==> src/design/dlr_pkg.sv <==
package dlr_pkg;

    // Field widths of the ports.
    localparam int COORD_W            = 6;
    localparam int RUN_W              = 8;
    localparam int CFG_INDEX_W        = 2;
    localparam int COORD_BITS_DEFAULT = 6;

    // Register reset values.
    localparam logic [RUN_W-1:0] DASH_RUN_RESET = 8'd10;
    localparam logic [RUN_W-1:0] GAP_RUN_RESET  = 8'd5;

    // Register indexes.
    localparam logic [CFG_INDEX_W-1:0] CFG_DASH_RUN = 2'd0;
    localparam logic [CFG_INDEX_W-1:0] CFG_GAP_RUN  = 2'd1;

    typedef struct packed {
        logic [COORD_W-1:0] start_x;
        logic [COORD_W-1:0] start_y;
        logic [COORD_W-1:0] end_x;
        logic [COORD_W-1:0] end_y;
    } line_t;

    typedef struct packed {
        logic [COORD_W-1:0] pixel_x;
        logic [COORD_W-1:0] pixel_y;
        logic               visible;
        logic               last_pixel;
    } pixel_t;

    // Controller -> datapath.
    typedef struct packed {
        logic load;   // set up a new line from the input transfer
        logic emit;   // write the current pixel into the output register
        logic step;   // advance to the next pixel
    } ctl_cmd_t;

    // Datapath -> controller.
    typedef struct packed {
        logic last;      // current pixel is the end point
        logic out_free;  // output register can take a pixel this cycle
    } ctl_status_t;

endpackage

==> src/design/dlr_ctrl.sv <==
module dlr_ctrl (
    input  logic                 clk,
    input  logic                 rst_n,
    input  logic                 line_valid,
    output logic                 line_stall,
    input  dlr_pkg::ctl_status_t status,
    output dlr_pkg::ctl_cmd_t    cmd
);
    import dlr_pkg::*;

    typedef enum logic [1:0] {
        S_IDLE = 2'b01,
        S_WALK = 2'b10
    } state_t;

    state_t state_reg;
    state_t state_next;

    always_ff @(posedge clk or negedge rst_n)
    begin
        if (!rst_n)
        begin
            state_reg <= S_IDLE;
        end
        else
        begin
            state_reg <= state_next;
        end
    end

    always_comb
    begin
        state_next = state_reg;
        cmd        = '0;
        line_stall = 1'b1;
        unique case (state_reg)
            S_IDLE:
            begin
                line_stall = 1'b0;
                if (line_valid)
                begin
                    cmd.load   = 1'b1;
                    state_next = S_WALK;
                end
            end
            S_WALK:
            begin
                if (status.out_free)
                begin
                    cmd.emit = 1'b1;
                    if (status.last)
                    begin
                        state_next = S_IDLE;
                    end
                    else
                    begin
                        cmd.step = 1'b1;
                    end
                end
            end
            default:
            begin
                state_next = S_IDLE;
            end
        endcase
    end

endmodule

==> src/design/dlr_datapath.sv <==
module dlr_datapath #(
    parameter int COORD_BITS = dlr_pkg::COORD_BITS_DEFAULT
) (
    input  logic                            clk,
    input  logic                            rst_n,
    input  dlr_pkg::ctl_cmd_t               cmd,
    output dlr_pkg::ctl_status_t            status,
    input  dlr_pkg::line_t                  line_data,
    input  logic                            cfg_valid,
    input  logic [dlr_pkg::CFG_INDEX_W-1:0] cfg_index,
    input  logic [dlr_pkg::RUN_W-1:0]       cfg_data,
    input  logic                            pixel_stall,
    output logic                            pixel_valid,
    output dlr_pkg::pixel_t                 pixel_data
);
    import dlr_pkg::*;

    localparam int CB = COORD_BITS;
    localparam int IW = COORD_BITS + 1;   // 2*major fits
    localparam int DW = COORD_BITS + 3;   // signed error term

    localparam logic [RUN_W-1:0] RUN_MAX = {RUN_W{1'b1}};

    // Registers
    logic [RUN_W-1:0]     dash_run_reg;
    logic [RUN_W-1:0]     gap_run_reg;
    logic [CB-1:0]        walk_x_reg, walk_x_next;
    logic [CB-1:0]        walk_y_reg, walk_y_next;
    logic signed [DW-1:0] decision_reg, decision_next;
    logic [CB-1:0]        steps_reg, steps_next;
    logic [RUN_W-1:0]     run_cnt_reg, run_cnt_next;
    logic                 in_dash_reg, in_dash_next;
    logic                 neg_x_reg, neg_y_reg, x_major_reg;
    logic [IW-1:0]        diag_inc_reg, straight_inc_reg;
    logic                 pixel_valid_reg;
    pixel_t               pixel_data_reg;

    // Line set-up
    logic [CB-1:0]        sx, sy, ex, ey;
    logic                 neg_x, neg_y, x_major;
    logic [CB-1:0]        dx, dy, major, minor;
    logic signed [DW-1:0] dec_init;
    logic [IW-1:0]        diag_inc, straight_inc;

    assign sx = line_data.start_x[CB-1:0];
    assign sy = line_data.start_y[CB-1:0];
    assign ex = line_data.end_x[CB-1:0];
    assign ey = line_data.end_y[CB-1:0];

    assign neg_x   = ex < sx;
    assign neg_y   = ey < sy;
    assign dx      = neg_x ? (sx - ex) : (ex - sx);
    assign dy      = neg_y ? (sy - ey) : (ey - sy);
    assign x_major = dx > dy;
    assign major   = x_major ? dx : dy;
    assign minor   = x_major ? dy : dx;

    assign dec_init     = $signed({2'b00, minor, 1'b0}) - $signed({3'b000, major});
    assign diag_inc     = {major - minor, 1'b0};
    assign straight_inc = {minor, 1'b0};

    // One Bresenham step
    logic diag, move_x, move_y;
    logic run_done, switch_run;
    logic [RUN_W-1:0] run_base;

    assign diag   = ~decision_reg[DW-1];
    assign move_x = x_major_reg | diag;
    assign move_y = ~x_major_reg | diag;

    assign decision_next = diag ? (decision_reg - $signed({2'b00, diag_inc_reg}))
                                : (decision_reg + $signed({2'b00, straight_inc_reg}));
    assign walk_x_next = move_x ? (neg_x_reg ? walk_x_reg - 1'b1 : walk_x_reg + 1'b1)
                                : walk_x_reg;
    assign walk_y_next = move_y ? (neg_y_reg ? walk_y_reg - 1'b1 : walk_y_reg + 1'b1)
                                : walk_y_reg;
    assign steps_next  = steps_reg - 1'b1;

    // Dash/gap pattern: test the run, then count the new pixel (saturating).
    assign run_done     = in_dash_reg ? (run_cnt_reg >= dash_run_reg)
                                      : (run_cnt_reg >= gap_run_reg);
    assign switch_run   = run_done;
    assign in_dash_next = switch_run ? ~in_dash_reg : in_dash_reg;
    assign run_base     = switch_run ? '0 : run_cnt_reg;
    assign run_cnt_next = (run_base == RUN_MAX) ? run_base : run_base + 1'b1;

    // Config registers
    always_ff @(posedge clk or negedge rst_n)
    begin
        if (!rst_n)
        begin
            dash_run_reg <= DASH_RUN_RESET;
            gap_run_reg  <= GAP_RUN_RESET;
        end
        else if (cfg_valid)
        begin
            unique case (cfg_index)
                CFG_DASH_RUN: dash_run_reg <= cfg_data;
                CFG_GAP_RUN:  gap_run_reg  <= cfg_data;
                default:      ;
            endcase
        end
    end

    // Walk state
    always_ff @(posedge clk or negedge rst_n)
    begin
        if (!rst_n)
        begin
            walk_x_reg       <= '0;
            walk_y_reg       <= '0;
            decision_reg     <= '0;
            steps_reg        <= '0;
            run_cnt_reg      <= '0;
            in_dash_reg      <= 1'b1;
            neg_x_reg        <= 1'b0;
            neg_y_reg        <= 1'b0;
            x_major_reg      <= 1'b0;
            diag_inc_reg     <= '0;
            straight_inc_reg <= '0;
        end
        else if (cmd.load)
        begin
            walk_x_reg       <= sx;
            walk_y_reg       <= sy;
            decision_reg     <= dec_init;
            steps_reg        <= major;
            run_cnt_reg      <= RUN_W'(1);   // first pixel already counted
            in_dash_reg      <= 1'b1;
            neg_x_reg        <= neg_x;
            neg_y_reg        <= neg_y;
            x_major_reg      <= x_major;
            diag_inc_reg     <= diag_inc;
            straight_inc_reg <= straight_inc;
        end
        else if (cmd.step)
        begin
            walk_x_reg   <= walk_x_next;
            walk_y_reg   <= walk_y_next;
            decision_reg <= decision_next;
            steps_reg    <= steps_next;
            run_cnt_reg  <= run_cnt_next;
            in_dash_reg  <= in_dash_next;
        end
    end

    // Output register
    always_ff @(posedge clk or negedge rst_n)
    begin
        if (!rst_n)
        begin
            pixel_valid_reg <= 1'b0;
        end
        else if (cmd.emit)
        begin
            pixel_valid_reg <= 1'b1;
        end
        else if (!pixel_stall)
        begin
            pixel_valid_reg <= 1'b0;
        end
    end

    always_ff @(posedge clk)
    begin
        if (cmd.emit)
        begin
            pixel_data_reg.pixel_x    <= COORD_W'(walk_x_reg);
            pixel_data_reg.pixel_y    <= COORD_W'(walk_y_reg);
            pixel_data_reg.visible    <= in_dash_reg;
            pixel_data_reg.last_pixel <= (steps_reg == '0);
        end
    end

    assign status.last     = (steps_reg == '0);
    assign status.out_free = ~pixel_valid_reg | ~pixel_stall;

    assign pixel_valid = pixel_valid_reg;
    assign pixel_data  = pixel_data_reg;

endmodule

==> src/design/dashed_line_rasterizer_core.sv <==
// Dashed line rasterizer core.
// Line channel (line_valid / line_stall / line_data): one transfer gives the
//   start and end points of a line. line_stall is low only while the core is
//   idle; a new line is taken even if the final pixel of the previous line
//   still sits in the output register.
// Pixel channel (pixel_valid / pixel_stall / pixel_data): one transfer per
//   pixel along the major axis, start to end inclusive, with the dash/gap
//   visible flag and last_pixel set on the end point.
// Config channel (cfg_valid / cfg_ready / cfg_index / cfg_data): cfg_ready is
//   always high; index 0 is dash_run, index 1 is gap_run, others are dropped.
//   Write only while the core is idle.
// Flow: the line transfer loads the walk registers, then the first pixel is
//   written into the output register; afterwards one pixel per cycle while
//   pixel_stall is low. The Bresenham step unit in the datapath, shared over
//   all pixels of a line, sets that pace.
// Stall: a stalled pixel holds in the output register and the walk pauses.
// Reset (rst_n, async, active low): core idle, output empty, dash_run = 10,
//   gap_run = 5.
module dashed_line_rasterizer_core #(
    parameter int COORD_BITS = dlr_pkg::COORD_BITS_DEFAULT
) (
    input  logic                            clk,
    input  logic                            rst_n,
    // line endpoints in
    input  logic                            line_valid,
    output logic                            line_stall,
    input  dlr_pkg::line_t                  line_data,
    // pixels out
    output logic                            pixel_valid,
    input  logic                            pixel_stall,
    output dlr_pkg::pixel_t                 pixel_data,
    // register writes
    input  logic                            cfg_valid,
    output logic                            cfg_ready,
    input  logic [dlr_pkg::CFG_INDEX_W-1:0] cfg_index,
    input  logic [dlr_pkg::RUN_W-1:0]       cfg_data
);
    import dlr_pkg::*;

    ctl_cmd_t    cmd;
    ctl_status_t status;

    // Registers are never busy.
    assign cfg_ready = 1'b1;

    // Sequencer: idle / walk.
    dlr_ctrl u_ctrl (
        .clk        (clk),
        .rst_n      (rst_n),
        .line_valid (line_valid),
        .line_stall (line_stall),
        .status     (status),
        .cmd        (cmd)
    );

    // Set-up, Bresenham step, dash pattern, output register.
    dlr_datapath #(
        .COORD_BITS (COORD_BITS)
    ) u_datapath (
        .clk         (clk),
        .rst_n       (rst_n),
        .cmd         (cmd),
        .status      (status),
        .line_data   (line_data),
        .cfg_valid   (cfg_valid & cfg_ready),
        .cfg_index   (cfg_index),
        .cfg_data    (cfg_data),
        .pixel_stall (pixel_stall),
        .pixel_valid (pixel_valid),
        .pixel_data  (pixel_data)
    );

endmodule

==> config.mk <==
export PLATFORM = sky130hd
export DESIGN_NAME = dashed_line_rasterizer_core
export DESIGN_NICKNAME = d
export VERILOG_FILES = /design/src/design/dlr_pkg.sv /design/src/design/dlr_ctrl.sv /design/src/design/dlr_datapath.sv /design/src/design/dashed_line_rasterizer_core.sv
export SDC_FILE = /design/constraint.sdc
export NUM_CORES = 1
export LEC_CHECK = 0
export BUFFER_PORTS_ARGS = -buffer_cell sky130_fd_sc_hd__buf_2
export CAP_MARGIN = 20
export CORE_MARGIN = 2
export CORE_UTILIZATION = 30
export DETAILED_ROUTE_END_ITERATION = 12
export GPL_TIMING_DRIVEN = 0
export SYNTH_ARGS = -nofsm -noshare
export SYNTH_HDL_FRONTEND = slang
export SYNTH_HIERARCHICAL = 1
export SYNTH_SLANG_ARGS = --single-unit
==> constraint.sdc <==
create_clock -name clk -period 4.65 [get_ports clk]
set_clock_uncertainty 0.05 [all_clocks]
set_input_delay 0 -clock clk [delete_from_list [all_inputs] [get_ports clk]]
set_output_delay 0 -clock clk [all_outputs]
set_load 0.01 [all_outputs]
==> summary.md, run 1 <==
| Metric | Value |
|---|---|
| GP Congestion | approximately 0.8 |
| Largest register FFs | 14 |
| Fmax | ~0.22 GHz |
| Worst setup SP type | input pin |
| Top cell type's share of synthesized area | 24.6% |
| MaxCap Viol Count | 0 |
| IO buf count | 54 |
| Skew-Pair Late Insertion Delay | about 0.34 ns |
| Final antenna-violating net count | 0 |
| DR WL/cell | 14.4 um |
| Initial Utilization | 30.5% |
| Least-Margin Pin Slew | roughly 0.82 ns |
| DP Worst Slack | -0.893 ns |
| Vias per cell | 4.90 |
| Most area-hungry cell type in the Yosys netlist | dfrtp_1 |
| Number of global-route vias before repair | between 5k and 6k |
| Slew headroom | 45.0% |
| Largest net degree at the start of global routing | 70 |
| # IOs | between 50 and 60 |
| Hold WC Path Type | input pin to register |
| Post-route cell area | 0.00778 mm2 |
| Delay-heaviest family, CP | compound AO/OA/AOI/OAI gates |
| Number of vias in the routed layout | 5304 |
| # rows | 53 |
| Overall routed net length | between 15000 and 20000 um |
| Sink Count | 83 |
| Yosys cell types | 70 |
| CTS H-tree depth | 3 |
| Total CTS buffers | 9 |
| Cell breakdown of the critical path | dlygate4sd3_1 -> buf_2 -> ha_2 -> a21boi_0 -> o21ai_0 -> a32oi_2 -> xnor2_2 -> ha_4 -> nand3_2 -> or2_1 -> nor3b_1 -> a311o_2 -> inv_2 -> xnor2_1 -> ha_2 -> o21bai_1 -> a211oi_1 -> o31a_1 -> o21ai_2 -> mux2i_1 -> nor4_1 |
| Initial antenna violation count | 0 |
| Main synth FF type | dfrtp_1 |
| Leak Pwr | about 0.0035 uW |
| Final setup vio count | 0 |
| GRT Overall Usage | 14.2% |
| Syn-to-layout area delta | 21.5% |
| CP arrival | 4.64 ns |
| First-pass GRT wire length | 25600 um |
| Crit end category | register |
| Hold WS | 0.00848 ns |
| Maximum fanout along the worst path | 8 |
| Mux cell area share after synthesis | 6.35% |
| Main area contributors after synthesis | dfrtp_1, ha_1, edfxtp_1 |
| Chip Width | 150 um |
| Post-synthesis compound-gate area fraction | a little under a fifth |
| Post-synth EDFFs | 14 |
| CP required | around 4.8 ns |
| Final max-slew violation count | 0 |
| PD cells | 610 mW/mm2 |
| Final Critical Period | between 4 and 5 ns |
| Iter 0 DRT Violations | a little over 200 |
| Final HPWL DP | approximately 12000 um |
| Adder-Cell Fraction of Synth Area | 15.4% |
| Syn nets | approximately 820 |
| XOR/XNOR Fraction of Synth Area | 5.34% |
| Post-Synth Simple-Gate Area | 14.3% |
| Buffers & Inverters on Critical Path | 3 |
| CTS tree | done |
| Top cell by count, worst path | ha_2 |
| Slowest stage cell, crit path | dlygate4sd3_1 |
| Final nets | 914 |
| Post-synthesis average cell area | between 9 and 10 um2 |
| CP Class | input pin to register |
| Final worst slack | 0.188 ns |
| Synth Cell Area | 0.00640 mm2 |
| Largest family of logic cells by synthesized area | compound AO/OA/AOI/OAI gates |
| Die area | 0.0225 mm2 |
| Final global-route overflow total | 0 |
| Ys async rst share | between 80% and 90% |
| YS warnings | 6 |
| Post-synthesis sequential area ratio | 33.7% |
| Post-DP Area | 0.00706 mm2 |
| DIE HEIGHT | 150 um |
| DRC Markers | 0 |
| Core outline area | 0.0210 mm2 |
| Worst vdd ir | 0.208 mV |
| Largest stage delay, worst path | 0.53 ns |
| Post-synthesis instance total | 707 |
| First drt pass iteration count | 5 |
| Status | finished, final reports clean |
| Period utilization | between 90 and 100% |
| Antenna diodes | 0 |
| Layout cells sized above 1 | 19.2% |
| Worst-case clock buffer depth | 2 |
| #FFs+latches synth | 83 |
| Hold Fails Final Rpt | 0 |
| CTS Root Buffer Type | clkbuf_16 |
| Worst-path clk slew | 0.07 ns |
-- layer usage --
| layer | GRT usage [%] | share of wire, % |
|---|---|---|
| met2 | 24.4 | 48 |
| met4 | 4.01 | 1.6 |
| met1 | 18.4 | 46 |
| met5 | 0 | 0 |
| met3 | 2.41 | 3.5 |
-- path summary, 6_finish.rpt --
check                                           from                    endpoint  slack [ns]  cells after the start
hold / removal                          cfg_index[0]  u_datapath/dash_run_reg[4]       0.008                      4
hold reg to reg             u_datapath/walk_x_reg[5]   u_datapath/pixel_data[13]        0.42                      0
min in group asynchronous                      rst_n   u_datapath/gap_run_reg[1]        0.15                      3
max in group asynchronous                      rst_n         u_ctrl/state_reg[0]        4.08                      3
setup reg to reg           u_datapath/run_cnt_reg[0]   u_datapath/run_cnt_reg[1]        0.68                     16
setup / recovery                       line_data[15]  u_datapath/decision_reg[6]        0.19                     21
-- cell usage in the layout (no fill, tap or decap), drive strengths merged, types with 14 or more instances in the layout --
master | Yosys | final
a21oi | 53 | 53
buf | 10 | 73
xnor2 | 26 | 26
clkbuf | 13 | 22
dlygate4sd3 | 0 | 22
dfrtp | 63 | 63
mux2 | 23 | 23
nor2 | 31 | 31
nand2 | 65 | 65
mux2i | 14 | 14
a21o | 18 | 18
inv | 74 | 76
edfxtp | 14 | 14
o21ai | 58 | 58
nand3 | 18 | 18
ha | 66 | 66
-- timing repair --
item                                   4_1_cts  5_1_grt
buffers inserted                             4        3
hold buffers                                22        0
endpoints found under the hold margin       99        0
pin swaps                                    5       11
setup endpoints to repair                    2        8
resized for setup                            5       34
-- report_power, final --
| part | total (uW) | switching (uW) | internal (uW) |
|---|---|---|---|
| logic | 2780 | 1520 | 1260 |
| registers | 1240 | 203 | 1040 |
| clock network | 722 | 300 | 422 |
-- cell usage after synthesis (all sizes together), types with 14 or more instances --
| cell type | number |
|---|---|
| edfxtp | 14 |
| nand3 | 18 |
| nor2 | 31 |
| dfrtp | 63 |
| a21oi | 53 |
| mux2 | 23 |
| nand2 | 65 |
| a21o | 18 |
| o21ai | 58 |
| ha | 66 |
| inv | 74 |
| mux2i | 14 |
| xnor2 | 26 |
-- per-stage QoR --
| stage | util, % | power [uW] | std cells | TNS, ns |
|---|---|---|---|---|
| CTS | 36.4 | 4690 | 1080 | 0 |
| floorplan | - | 3250 | 707 | 0 |
| global placement | 33.5 | 3820 | 1036 | -2.96 |
| detailed placement | 33.7 | 3880 | 1038 | -2.99 |
| global route | 37.1 | 5190 | 1082 | -0.0357 |
| finish | 37.1 | 4740 | 1082 | 0 |
-- final cells by class --
| cell class | instances | area, um2 |
|---|---|---|
| Multi-Input combinational cell | 526 | 4010 |
| Clock inverter | 6 | 72.6 |
| Fill cell | 2159 | 13200 |
| Sequential cell | 83 | 2150 |
| Inverter | 75 | 282 |
| Tap cell | 275 | 344 |
| Clock buffer | 10 | 229 |
| Buffer | 22 | 104 |
| Timing Repair Buffer | 85 | 584 |
-- worst min-delay path, delay by kind of cell --
family / cells / cell delay [ns]
AND/OR/NAND/NOR: 2 / 0.20
AO/OA/AOI/OAI: 1 / 0.06
buffers and inverters: 1 / 0.09
-- cell families after synthesis --
| family | count (synthesis) |
|---|---|
| DFF | 83 |
| other | 1 |
| adders and majority gates | 75 |
| AOI/OAI and AO/OA | 191 |
| muxes | 37 |
| and+or+nand+nor | 183 |
| buffers and inverters | 98 |
| xor gates and xnor gates | 39 |
Note: power is estimated with default switching activity, not from simulation.
==> inputs of run 2 (changes only) <==
--- a/config.mk
+++ b/config.mk
@@ -11,6 +11,7 @@
 export CORE_UTILIZATION = 30
 export DETAILED_ROUTE_END_ITERATION = 12
 export GPL_TIMING_DRIVEN = 0
+export REMOVE_ABC_BUFFERS = 1
 export SYNTH_ARGS = -nofsm -noshare
 export SYNTH_HDL_FRONTEND = slang
 export SYNTH_HIERARCHICAL = 1
==> run 2 against run 1 <==
  * Worst setup slack better by 0.033 ns
  * Final area is 0.47% lower
  * Critical path depth is 4 higher
  * Combinational power hardly changed
  * Die area stayed put
  * Hold slack better by 0.0068 ns
  * Register-to-register slack hardly changed
  * Sequential power hardly changed
  * Sequential share of layout area is 0.13 points higher
  * Via count is 0.81% lower
  * Critical path type unchanged
  * Largest cell class unchanged
==> summary.md, run 2 (same netlist as run 1, synthesis figures left out) <==
| Metric | Value |
|---|---|
| Overall routed net length | 14700 um (was 15600 um) |
| Worst-path clk slew | 0.06 ns (was 0.07 ns) |
| Skew-Pair Late Insertion Delay | 0.34 ns (about the same) |
| Status | finished, final reports clean (unchanged) |
| DR WL/cell | 13.8 um (was 14.4 um) |
| Total CTS buffers | 9 (unchanged) |
| GP Congestion | 0.865 (was 0.819) |
| Maximum fanout along the worst path | 6 (was 8) |
| CP Class | input pin to register (unchanged) |
| Least-Margin Pin Slew | 0.833 ns (was 0.823 ns) |
| CTS tree | done (unchanged) |
| IO buf count | 54 (unchanged) |
| Inst Count DP | 1019 (was 1038) |
| Number of vias in the routed layout | 5261 (was 5304) |
| Final max-slew violation count | 0 (unchanged) |
| Sink Count | 83 (unchanged) |
| Period utilization | 95.3% (was 96.0%) |
| Layout cells sized above 1 | 19.5% (was 19.2%) |
| Largest register FFs | 14 (unchanged) |
| Syn-to-layout area delta | 20.9% (was 21.5%) |
| Finished Core Util | 36.9% (was 37.1%) |
| GRT Overall Usage | 13.2% (was 14.2%) |
| Largest stage delay, worst path | 0.41 ns (was 0.53 ns) |
| Worst vdd ir | 0.249 mV (was 0.208 mV) |
| First drt pass iteration count | 5 (unchanged) |
| Initial antenna violation count | 0 (unchanged) |
| Final antenna-violating net count | 0 (unchanged) |
| PD cells | 615 mW/mm2 (was 610 mW/mm2) |
| Buffers & Inverters on Critical Path | 6 (was 3) |
| Delay-heaviest family, CP | compound AO/OA/AOI/OAI gates (unchanged) |
| Slowest stage cell, crit path | fa_1 (was dlygate4sd3_1) |
| DRC Markers | 0 (unchanged) |
| Final nets | 901 (was 914) |
| Leak Pwr | 0.00353 uW (was 0.00354 uW) |
| CTS H-tree depth | 3 (unchanged) |
| DIE HEIGHT | 150 um (unchanged) |
| Initial Utilization | 30.5% (unchanged) |
| CP required | 4.86 ns (was 4.83 ns) |
| Non-filler cells, final | 1069 (was 1082) |
| Crit end category | register (unchanged) |
| Final global-route overflow total | 0 (unchanged) |
| Power, Total | 4760 uW (was 4740 uW) |
| Die area | 0.0225 mm2 (unchanged) |
| Worst setup SP type | input pin (unchanged) |
| CTS Root Buffer Type | clkbuf_16 (unchanged) |
| Antenna diodes | 0 (unchanged) |
| Most frequent cells in the layout | inv_1, nand2_1, dfrtp_1 (unchanged) |
| Fmax | 0.226 GHz (was 0.224 GHz) |
| Vias per cell | 4.92 (was 4.90) |
| Largest net degree at the start of global routing | 53 (was 70) |
| Hold Fails Final Rpt | 0 (unchanged) |
| Number of global-route vias before repair | 4976 (was 5204) |
| Hold WC Path Type | input pin to register (unchanged) |
| Final setup vio count | 0 (unchanged) |
| # rows | 53 (unchanged) |
| Fill count | 2149 (was 2159) |
| Chip Width | 150 um (unchanged) |
| Final Critical Period | 4.43 ns (was 4.46 ns) |
| Slew headroom | 44.2% (was 45.0%) |
| CP arrival | 4.63 ns (was 4.64 ns) |
| Core outline area | 0.0210 mm2 (unchanged) |
| Commonest non-fill, non-tap cell in the layout | inv_1 (unchanged) |
| Worst-case clock buffer depth | 2 (unchanged) |
| Top cell by count, worst path | inv_1 (was ha_2) |
| Iter 0 DRT Violations | 315 (was 207) |
| First-pass GRT wire length | 24100 um (was 25600 um) |
| Final HPWL DP | 11000 um (was 11700 um) |
| # IOs | 56 (unchanged) |
| MaxCap Viol Count | 0 (unchanged) |
[run 2: cell types whose count changed in the layout (fill, tap and decap cells not counted), sizes merged]
cell,before,now
clkbuf,22,11
inv,76,74
clkinv,3,4
buf,73,72
[run 2: final timing paths]
kind / slack, ns / cells past startpoint / from / to
setup / recovery: 0.22 / 25 / line_data[0] / u_datapath/decision_reg[4]
hold / removal: 0.02 / 3 / cfg_index[1] / u_datapath/dash_run_reg[4]
setup reg to reg: 0.69 / 15 / u_datapath/gap_run_reg[0] / u_datapath/run_cnt_reg[1]
hold reg to reg: 0.43 / 0 / u_datapath/walk_y_reg[5] / u_datapath/pixel_data[7]
max in group asynchronous: 3.91 / 3 / rst_n / u_datapath/dash_run_reg[1]
min in group asynchronous: 0.04 / 2 / rst_n / u_datapath/neg_y_reg
[run 2: worst reg2reg max path, delay by kind of cell (launching register included)]
family | cells | cell delay (ns)
flip-flops | 1 | 0.53
adder cells (fa/ha/maj) | 2 | 0.44
AND/OR/NAND/NOR | 5 | 0.94
AO/OA/AOI/OAI | 7 | 1.69
multiplexers | 1 | 0.22
[run 2: stage by stage]
step | setup WS, ns | hold slack (ns) | TNS, ns | area (um2)
after floorplan | -0.154 | -0.346 | -0.241 | 6300
after global placement | -1.31 | 0.169 | -17.48 | 6910
after detailed placement | -0.747 | -0.145 | -3.76 | 7010
after CTS | 0.00449 | 0.00923 | 0 | 7600
after global routing | -0.00198 | 0.0398 | -0.00198 | 7740
final | 0.221 | 0.0153 | 0 | 7740
[run 2: power by group]
group	total (uW)	leakage (uW)	switching, uW	internal [uW]
sequential	1250	0.000950	214	1040
clock	750	0.000151	300	450
combinational	2760	0.00243	1470	1290
total	4760	0.00353	1990	2770
[run 2: cell type report]
class | instances | area (um2) | area share [%]
clock buffer | 11 | 254 | 3.28
clock inverter | 5 | 60.1 | 0.776
inverter | 75 | 282 | 3.64
multi-input combinational | 526 | 3970 | 51.3
sequential | 83 | 2150 | 27.8
tap | 275 | 344 | 4.44
timing repair buffer | 94 | 676 | 8.73
[run 2: repair_timing]
| action | CTS | global route |
|---|---|---|
| setup endpoints to repair | 6 | 9 |
| endpoints found under the hold margin | 91 | 0 |
| pin swaps | 3 | 5 |
| hold buffers | 22 | 0 |
| gates resized for setup | 7 | 21 |
| buffers inserted | 4 | 8 |
[run 2: layer usage]
metal / GRT usage, % / vias up / part of all wire [%]
met2: 21.2 / 87 / 46
met5: 0 / - / 0
met4: 3.40 / 0 / 0.90
met1: 18.3 / 2502 / 50
met3: 2.56 / 8 / 3.2
li1: - / 2664 / -
